$ cat src/rtl/nts_pkg.sv
// Shared types and constants of the nearest timestamp sample matcher.
package nts_pkg;

  localparam int NTS_QUEUE_DEPTH = 128;
  localparam int TIME_W          = 63;
  localparam int QUAT_W          = 16;
  localparam int DELAY_W         = 30;
  localparam int APB_ADDR_W      = 3;

  localparam logic [DELAY_W-1:0] DELAY_RESET = 30'd10000000;
  localparam logic [TIME_W-1:0]  GAP_MAX     = {TIME_W{1'b1}};

  // operation codes
  localparam logic OP_PUSH  = 1'b0;
  localparam logic OP_QUERY = 1'b1;

  // register index
  localparam logic REG_MAX_DELAY = 1'b0;

  // one stored sample
  typedef struct packed {
    logic [TIME_W-1:0]   time_ns;
    logic [4*QUAT_W-1:0] quat;
  } nts_entry_t;

  // control broadcast to every cell
  typedef struct packed {
    logic shift;
    logic load;
  } nts_cell_ctrl_t;

endpackage

$ cat src/rtl/nts_cell.sv
// One queue cell: holds a sample, loads a new one or takes its upper neighbor's.
module nts_cell #(
  parameter int IDX_W  = 7,
  parameter int MY_IDX = 0
) (
  input  logic                clk,
  input  nts_pkg::nts_cell_ctrl_t ctrl,
  input  logic [IDX_W-1:0]    load_idx,
  input  nts_pkg::nts_entry_t load_data,
  input  nts_pkg::nts_entry_t upper,
  output nts_pkg::nts_entry_t data
);
  import nts_pkg::*;

  nts_entry_t data_r;
  logic       hit;

  assign hit  = ctrl.load && (load_idx == IDX_W'(MY_IDX));
  assign data = data_r;

  // load wins over shift so a push into a full queue lands at the tail
  always_ff @(posedge clk) begin
    if (hit) begin
      data_r <= load_data;
    end else if (ctrl.shift) begin
      data_r <= upper;
    end
  end
endmodule

$ cat config.mk
export PLATFORM = sky130hd
export DESIGN_NAME = nts_cell
export DESIGN_NICKNAME = d
export VERILOG_FILES = /design/src/rtl/nts_pkg.sv /design/src/rtl/nts_cell.sv
export SDC_FILE = /design/constraint.sdc
export NUM_CORES = 1
export LEC_CHECK = 0
export BUFFER_PORTS_ARGS = -buffer_cell sky130_fd_sc_hd__buf_2
export CAP_MARGIN = 25
export CORE_AREA = 2 2 152 154
export DETAILED_ROUTE_END_ITERATION = 16
export DIE_AREA = 0 0 154 156
export GPL_TIMING_DRIVEN = 0
export PLACE_DENSITY_LB_ADDON = 0.3
export SLEW_MARGIN = 20
export SYNTH_ARGS = -nofsm -noshare
export SYNTH_HDL_FRONTEND = slang
export SYNTH_SLANG_ARGS = --single-unit
export TNS_END_PERCENT = 5
$ cat constraint.sdc
create_clock -name clk -period 6.7 [get_ports clk]
set_input_delay 0.67 -clock clk [delete_from_list [all_inputs] [get_ports clk]]
set_output_delay 0.67 -clock clk [all_outputs]
set_load 0.005 [all_outputs]
### After elaboration in Yosys (flattened, before gate mapping)

Index checks and enable logic that the tools add are counted.

| word-level totals | value |
|---|---|
| logic and storage cells | 7 |
| output and inout bits | 127 |
| register bits | 127 |
| input port bits | 264 |

| cells by class | value |
|---|---|
| reduce and logical (&&, ||, !) cells | 3 |
| mux-type cells | 2 |

Operators by type and width:

| cell | count |
|---|---|
| 127-bit 2-to-1 mux | 2 |
| 7-bit logical NOT | 1 |
| 2-bit nonzero test | 1 |
| 1-bit logical AND | 1 |

### Longest topological paths before layout

| depth | value |
|---|---|
| depth after elaboration | 3 |
| depth in mapped cells | 5 |
| gate-level depth less buffers | 3 |

### Worst setup path after synthesis

OpenSTA, ideal clock, no wires.

| path | value |
|---|---|
| path type | input-to-reg |
| from | in load_idx[5] |
| to | reg data_r, in the netlist data[0] (enable) |
| arrival time | 4265 ps |
| stages | 5 |
| setup slack | 1926 ps |
| required time | 6191 ps |
| setup time | 509 ps |
| buffers on the path | 2 |
| path through | nor4b_2 nand2_2 buf_6 buf_6 nand2b_1 |

| on the way | value |
|---|---|
| word-level cells in the longest chain between the ends | 3 |

RTL lines:

| item | line | text |
|---|---|---|
| start: declaration | nts_cell.sv:8 | `input logic [IDX_W-1:0] load_idx,` |
| 7-bit logical NOT | nts_cell.sv:18 | `assign hit = ctrl.load && (load_idx == IDX_W'(MY_IDX));` |
| 1-bit logical AND | nts_cell.sv:18 |  |
| 2-bit nonzero test (no source line) | - |  |
| end signal: assignment | nts_cell.sv:24 | `data_r <= load_data;` |
| end signal: assignment | nts_cell.sv:26 | `data_r <= upper;` |
| end: declaration | nts_cell.sv:15 | `nts_entry_t data_r;` |

No other way between the ends.
A chain may end at the register's enable or synchronous reset.

### Worst setup path after layout

| path | value |
|---|---|
| from | in load_idx[5] |
| to | reg data_r, in the netlist data[5] (enable) |

The elaborated chain is that of the path after synthesis.

==> results_dict.tcl <==
set metrics [dict create \
    clkTransAtPathRegs_ns 0.06 \
    drive_above_1_share 0.816 \
    fp.dieArea_um2 24000 \
    postCtsHoldBufs 0 \
    post_drt_wl_per_cell_um 16.4 \
    wl_um 16100 \
    cts_buffer_depth 2 \
    rsz0062_at_grt "no" \
    cts_tree "built" \
    vdd_drop_max_mv 0.142 \
    crit_start "load_idx[5]" \
    stdcell_area_um2 8950 \
    worst-endpoint-arrival_ns 2.39 \
    maxCapViolations 0 \
    initial_core_util 0.268 \
    cts_setup_buffers 0 \
    drc 0 \
    hpwlAfterDp_um 12600 \
    ys_warn_count 0 \
    grt_max_degree 55 \
    p_total_w 0.00214 \
    port_buffers 390 \
    via_per_inst 4.02 \
    endpoint_kind "register" \
    die_y_um 156 \
    place.gp.congestion 0.729 \
    coreArea_um2 22400 \
    required_ns 6.78 \
    p_leak_nw 4.41 \
    cts-resized-gates 0 \
    final_nets 947 \
    hp-class "primary input to register" \
    slew_viol_final 0 \
    synth_area_per_cell_um2 22.0 \
    cts_max_level 4 \
    antenna_cells 0 \
    cp_max_fo 54 \
    yosysSeqAreaShare 0.636 \
    setup_violations 0 \
    antenna_found_initial 0 \
    dp_slack_ns 3.93 \
    grt_pass1_vias 4071 \
    worst_pin_slew_ns 0.612 \
    cts.sinks 127 \
    syn_area_um2 5990 \
    yosysUniqueCellTypes 9 \
    fin_crit_sh 0.346 \
    syn_to_final_growth_pct 49.3 \
    power_density_nw_per_um2 239 \
    vias 3938 \
    die_w_um 154 \
    placed_area_um2 8360 \
    synthesis.nets 536 \
    io_pins 391 \
    std_cell_rows 55 \
    ys_seq_elements 127 \
    overflow 0 \
    drtIter0Drc 96 \
    first_pass_iters 4 \
    largest_reg_flops 127 \
    cts_buffers 17 \
    synthTopCellsByArea "edfxtp_1, mux2_4, buf_12" \
    cts-root-buf "clkbuf_16" \
    startpoint_type "primary input" \
    fmax_mhz 432 \
    period_minus_slack_ns 2.32 \
    fin_ws_ns 4.38 \
    synth.top_cell.area_share 0.636 \
    hold_viol 0 \
    ant_nets 0 \
    critical_path_class "primary input to register" \
    grt_pass1_wl_um 22600 \
    status "finished clean" \
    setup_tns_ns 0 \
    cp-endpoint "data[5]" \
    synthesis.instances 272 \
    yosys.area.top_type "edfxtp_1" \
    fillers 2134 \
    grt_usage 0.128 \
    slew_headroom 0.592 \
]
how the worst min path moves through the flow:
stage	start	end	slack, ns	depth (start not counted)
5_1_grt	load_data[40]	data[40]	0.53	2
6_report	load_data[30]	data[30]	0.55	2
4_1_cts	load_data[30]	data[30]	0.53	2
2_1_floorplan	upper[107]	data[107]	0.89	1
3_5_place_dp	load_data[30]	data[30]	0.97	2
3_3_place_gp	upper[66]	data[66]	0.97	2
worst max-delay path, stage by stage:
cell	delay (ns)
buf_2	0.10
nor4b_2	0.29
nand2_2	0.12
buf_6	0.18
buf_6	0.17
nand2b_4	0.45
buf_16	0.32
layer usage:
layer	vias to the layer above	global-route usage	part of all wire
met5	-	0	0
met4	0	0.0552	0.018
met3	17	0.0456	0.088
met2	230	0.236	0.53
met1	1791	0.130	0.37
li1	1900	-	-
cell usage after synthesis (all sizes together):
cell type	count
nor4b	1
nand2	1
nor4	1
nand2b	1
edfxtp	127
mux2	127
buf	14
per-stage QoR:
step | instances | util | hold slack [ns]
after CTS | 979 | 0.400 | 0.526
final | 979 | 0.400 | 0.554
after floorplan | 272 | - | 0.887
after detailed placement | 949 | 0.374 | 0.973
after global routing | 979 | 0.400 | 0.530
after global placement | 947 | 0.371 | 0.970
logic make-up after synthesis:
group,synth area share
multiplexers,0.313
flip-flops,0.636
buffers and inverters,0.0424
AND/OR/NAND/NOR,0.00814
cells in the final DEF (no fill, tap or decap), types with 2 or more instances in the layout:
master      count
buf_2         390
edfxtp_1      127
mux2_4        119
clkbuf_16      17
buf_12         12
mux2_2          8
clkinvlp_4      5
buf_6           3
bufinv_16       3
inv_6           2
clkinv_4        2
where the power goes:
part	switching [W]	total (W)	leakage, nW	internal, W
clock	0.000358	0.000941	0.271	0.000583
sequential	0.0000144	0.000961	1.24	0.000947
combinational	0.0000904	0.000239	2.89	0.000148
layout make-up:
class | instances | area [um^2] | share of cell area
Timing Repair Buffer | 392 | 2000 | 0.223
Clock inverter | 13 | 166 | 0.0186
Tap cell | 285 | 357 | 0.0398
Sequential cell | 127 | 3810 | 0.426
Buffer | 14 | 254 | 0.0284
Multi-Input combinational cell | 131 | 1930 | 0.216
Clock buffer | 17 | 425 | 0.0475
(Power assumes the default switching activity.)
