--- config.mk ---
export PLATFORM = sky130hd
export DESIGN_NAME = nts_cfg
export DESIGN_NICKNAME = d
export VERILOG_FILES = /design/src/rtl/nts_pkg.sv /design/src/rtl/nts_cfg.sv
export SDC_FILE = /design/constraint.sdc
export NUM_CORES = 1
export LEC_CHECK = 0
export BUFFER_PORTS_ARGS = -buffer_cell sky130_fd_sc_hd__buf_2
export CAP_MARGIN = 20
export CORE_ASPECT_RATIO = 0.7
export CORE_MARGIN = 2
export CORE_UTILIZATION = 37
export CTS_CLUSTER_SIZE = 16
export DETAILED_ROUTE_END_ITERATION = 10
export HOLD_SLACK_MARGIN = 0.08
export PLACE_DENSITY = 0.76
export REMOVE_ABC_BUFFERS = 1
export SYNTH_ARGS = -nofsm -noshare
export SYNTH_HDL_FRONTEND = slang
export SYNTH_SLANG_ARGS = --single-unit
--- constraint.sdc ---
create_clock -name clk -period 0.8 [get_ports clk]
set_input_delay 0.12 -clock clk [delete_from_list [all_inputs] [get_ports clk]]
set_output_delay 0.12 -clock clk [all_outputs]
set_load 0.02 [all_outputs]
--- src/rtl/nts_pkg.sv ---
// Shared types and constants of the nearest timestamp sample matcher.
package nts_pkg;

  localparam int NTS_QUEUE_DEPTH = 128;
  localparam int TIME_W          = 63;
  localparam int QUAT_W          = 16;
  localparam int DELAY_W         = 30;
  localparam int APB_ADDR_W      = 3;

  localparam logic [DELAY_W-1:0] DELAY_RESET = 30'd10000000;
  localparam logic [TIME_W-1:0]  GAP_MAX     = {TIME_W{1'b1}};

  // operation codes
  localparam logic OP_PUSH  = 1'b0;
  localparam logic OP_QUERY = 1'b1;

  // register index
  localparam logic REG_MAX_DELAY = 1'b0;

  // one stored sample
  typedef struct packed {
    logic [TIME_W-1:0]   time_ns;
    logic [4*QUAT_W-1:0] quat;
  } nts_entry_t;

  // control broadcast to every cell
  typedef struct packed {
    logic shift;
    logic load;
  } nts_cell_ctrl_t;

endpackage

--- src/rtl/nts_cfg.sv ---
// APB register holding the largest accepted gap.
module nts_cfg (
  input  logic                           clk,
  input  logic                           rst_n,
  input  logic                           psel,
  input  logic                           penable,
  input  logic                           pwrite,
  input  logic [nts_pkg::APB_ADDR_W-1:0] paddr,
  input  logic [31:0]                    pwdata,
  output logic [31:0]                    prdata,
  output logic                           pready,
  output logic [nts_pkg::DELAY_W-1:0]    delay_lim
);
  import nts_pkg::*;

  logic [DELAY_W-1:0] delay_r;
  logic               sel0;

  assign sel0      = (paddr[2] == REG_MAX_DELAY);
  assign pready    = 1'b1;
  assign delay_lim = delay_r;
  assign prdata    = sel0 ? {{(32-DELAY_W){1'b0}}, delay_r} : 32'd0;

  // write on the access cycle
  always_ff @(posedge clk) begin
    if (!rst_n) begin
      delay_r <= DELAY_RESET;
    end else if (psel && penable && pwrite && sel0) begin
      delay_r <= pwdata[DELAY_W-1:0];
    end
  end
endmodule

* Yosys cells after proc, flatten, opt, wreduce, memory -nomap -nowiden
Index checks and enable logic that the tools add are counted.
** Operators by class
- Add/sub/neg operators :: 0
- Multiply operators :: 0
- Divide/modulo/power cells :: 0
- $lt $le $gt $ge :: 0
- Equality and inequality tests :: 0
- Shifts and indexed selects :: 0
- Mux-type cells :: 1
- Bitwise operators :: 1
- Reductions and logical operators :: 3
** Operator list (number)
- 30-bit two-way mux :: 1
- 1-bit logical AND :: 3
- 1-bit inverter :: 1
** Storage, ports and cells
- Bits in registers :: 30
- Latch bits :: 0
- Memory bits (writable) :: 0
- Bits in read-only memories :: 0
- Bits of input ports :: 40
- Output and inout port bits :: 63
- Logic and storage cells :: 6
- Memories kept :: 0

* Longest topological paths before layout
- Depth after elaboration :: 3
- Depth in mapped cells :: 4
- Mapped depth without buffers :: 2

* Worst setup path after synthesis
No wires, ideal clock.
- Kind :: reg2out
- Start point :: register delay_r[10] (netlist: delay_lim[10])
- End point :: output port prdata[10]
- Data arrival time :: 806 ps
- Required time :: 680 ps
- Path slack :: -126 ps
- Cell stages (with the launch flop) :: 2
- Path buffers :: 0
- Cells stage by stage :: dfxtp_1 > nor2b_1
** Between the ends
- Word-level cells in the longest chain between the ends :: 1
** RTL lines
- start: declaration :: RTL line nts_cfg.sv:16 : logic [DELAY_W-1:0] delay_r;
- start signal: assignment :: RTL line nts_cfg.sv:29 : delay_r <= pwdata[DELAY_W-1:0];
- 30-bit two-way mux :: RTL line nts_cfg.sv:22 : assign prdata = sel0 ? {{(32-DELAY_W){1'b0}}, delay_r} : 32'd0;
- end: declaration :: RTL line nts_cfg.sv:10 : output logic [31:0] prdata,
No other way between the ends.

* Worst setup path after layout
- Start point :: register delay_r[24] (netlist: delay_lim[24])
- End point :: output port prdata[24]
The elaborated chain is that of the path after synthesis.

==> run_results.csv <==
group,metric,value,unit
critical_path,cp-startpoint,"delay_lim[24]$_SDFFE_PN0P_",
placed_design,finalWeightedCongestion,0.641,
global_routing,grtUsageTotal,0.151,
routing,num_vias,1475,
global_routing,grt_pass1_wl,5310,um
clock_tree,clockRootBuffer,"clkbuf_8",
sta,fin_skew,0,ps
layout,nFillCells,290,
yosys,syn_inst,170,
critical_path,r2r-end,"delay_lim[1]$_SDFFE_PN0P_",
routing,viasPerCell,4.39,
critical_path,end_kind,"output pin",
yosys,yosysSeqAreaShare,0.399,
yosys,synth_area,0.00150,mm^2
outcome,status,"complete, but fails checks",
hold_path,min_from,"pwdata[13]",
critical_path,critPathRequiredTime,680,ps
clock_tree,cts.htree.levels,2,
routing,route.detailed.drc,0,
floorplanning,start_util,0.383,
routing,routedWlPerCell,12.9,um
critical_path,worst-path-buf-inv,1,
critical_path,r2r_start,"delay_lim[1]$_SDFFE_PN0P_",
flow_run,drv_cap,0,
layout,regArea,638,um^2
layout,largest_reg_flops,30,
critical_path,path_max_fanout,3,
global_routing,grt_max_degree,31,
power_and_ir_drop,power.density,1200,mW/mm^2
layout,layout_common_cells,"buf_6, nand2_1, buf_2",
floorplanning,coreArea,0.00392,mm^2
clock_tree,cts.sinks,30,
routing,drtIter0Drc,29,
placed_design,port_buffers,95,
critical_path,r2r_slack,10,ps
layout,post_route_cells_drive_above_1_share,0.606,
outcome,violations,"setup timing",
critical_path,critPathMaxStageDelay,350,ps
layout,area_delta_synth_final,84.8,%
power_and_ir_drop,peakVddDrop,851,uV
critical_path,rr_worst_depth,4,
critical_path,cp.depth,2,
floorplanning,fp-row-count,19,
floorplanning,die_height,57.3,um
yosys,synth.distinct_cells,11,
layout,fin_nets,324,
critical_path,critPathArrivalTime,940,ps
sta,finalMaxSlewViolations,0,
floorplanning,die_w,80.2,um
critical_path,cp_cell_sequence,"nor2b_1 > buf_4",
yosys,ys_warn_count,0,
placed_design,place_hpwl,2420,um
floorplanning,num_io_pins,103,
sta,finalHoldViolations,0,
clock_tree,cts_tree,"done",
sta,setup_viol,73,
sta,final.min_clock_period,1060,ps
critical_path,slowest_stage,"dfxtp_2",
layout,utilization,0.708,
critical_path,critPathKind,"reg2out",
yosys,synth-seq-cells,30,
routing,wl,4320,um
sta,grt_setup_unrepaired,"true",
global_routing,first_global_vias,1237,
sta,fin_crit_sh,1.33,
floorplanning,die_area,0.00460,mm^2
power_and_ir_drop,p_leak,1.24,nW
critical_path,critPathLaunchType,"flip-flop",
yosys,synth_area_per_cell,8.85,um^2
hold_path,hold_class,"in2reg",
sta,setup_slack,-263,ps
sta,fin_setup_tns,-8880,ps
critical_path,crit_family,"flip-flops",
clock_tree,clk_pin_slew_worst_paths,60,ps
routing,postRouteAntennaNets,0,
critical_path,cp-endpoint,"prdata[24]",
clock_tree,clk_path_buf_depth,2,
clock_tree,insertion_delay,260,ps
sta,max_freq,941,MHz
layout,antenna_cells,0,
global_routing,grt-ovfl-total,0,
routing,drtPass1Iterations,4,
layout,layout_commonest_cell,"buf_6",
layout,multi_input_area,858,um^2
clock_tree,numCtsBuffers,5,
global_routing,grt_antenna_before_repair,0,
cell families (layout without fill, tap and decap cells):
logic type	count (synthesis)	in the layout	synth area share
flops	30	30	0.399
mux	30	30	0.200
other cells	2	3	0.00499
buf+inv	17	130	0.0882
simple gates	91	91	0.308
metrics by stage:
step                      cell area, um^2  power [mW]  worst slack [ps]  hold slack, ps  cells
after floorplan                      1380        1.81              -838             262    154
after global placement               2020        2.07              -219             369    308
after detailed placement             2020        2.08              -253             372    308
after CTS                            2400        3.25              -215            80.4    319
after global routing                 2780        3.51              -310            79.7    336
final                                2780        3.33              -263            85.0    336
cell usage after synthesis (all sizes together):
| cell | n | share of area |
|---|---|---|
| and4b | 1 | 0.0067 |
| buf | 8 | 0.066 |
| clkbuf | 9 | 0.022 |
| conb | 2 | 0.0050 |
| dfxtp | 30 | 0.40 |
| mux2i | 30 | 0.20 |
| nand2 | 44 | 0.11 |
| nor2b | 46 | 0.19 |
how the worst min path moves through the flow:
stage	cells after the start	endpoint	slack, ps
3_5_place_dp	3	delay_lim[14]$_SDFFE_PN0P_	370
3_3_place_gp	3	delay_lim[6]$_SDFFE_PN0P_	370
4_1_cts	3	delay_lim[21]$_SDFFE_PN0P_	80
2_1_floorplan	2	delay_lim[0]$_SDFFE_PN0P_	260
6_report	3	delay_lim[13]$_SDFFE_PN0P_	90
5_1_grt	3	delay_lim[13]$_SDFFE_PN0P_	80
routing by layer:
layer	global-route usage	part of all wire	vias up
met5	0	0	-
met1	0.172	0.42	664
met4	0.0508	0.0032	0
li1	-	-	750
met2	0.267	0.51	59
met3	0.0522	0.069	2
layout make-up:
type,count,share of cell area
multi-input combinational,124,0.309
tap,52,0.0234
timing repair buffer,123,0.411
clock buffer,7,0.0275
sequential,30,0.230
repair_timing:
action / 4_1_cts / 5_1_grt
gates resized for setup: 113 / 54
hold buffers: 2 / 1
hold endpoints to repair: 2 / 1
endpoints found under the setup margin: 60 / 64
buffers inserted: 2 / 14
gates cloned: 0 / 2
worst min-delay path: cells and delay by family:
kind | cells | cell delay [ps]
buffers and inverters | 1 | 90
multiplexers | 1 | 50
AND/OR/NAND/NOR | 1 | 40
where the power goes:
part	switching [mW]	internal, mW	leakage (nW)	total [mW]
Combinational	0.319	0.356	0.948	0.675
Sequential	0.0285	1.53	0.250	1.56
Clock	0.494	0.597	0.0383	1.09
Power figures use the tool's default switching activity.
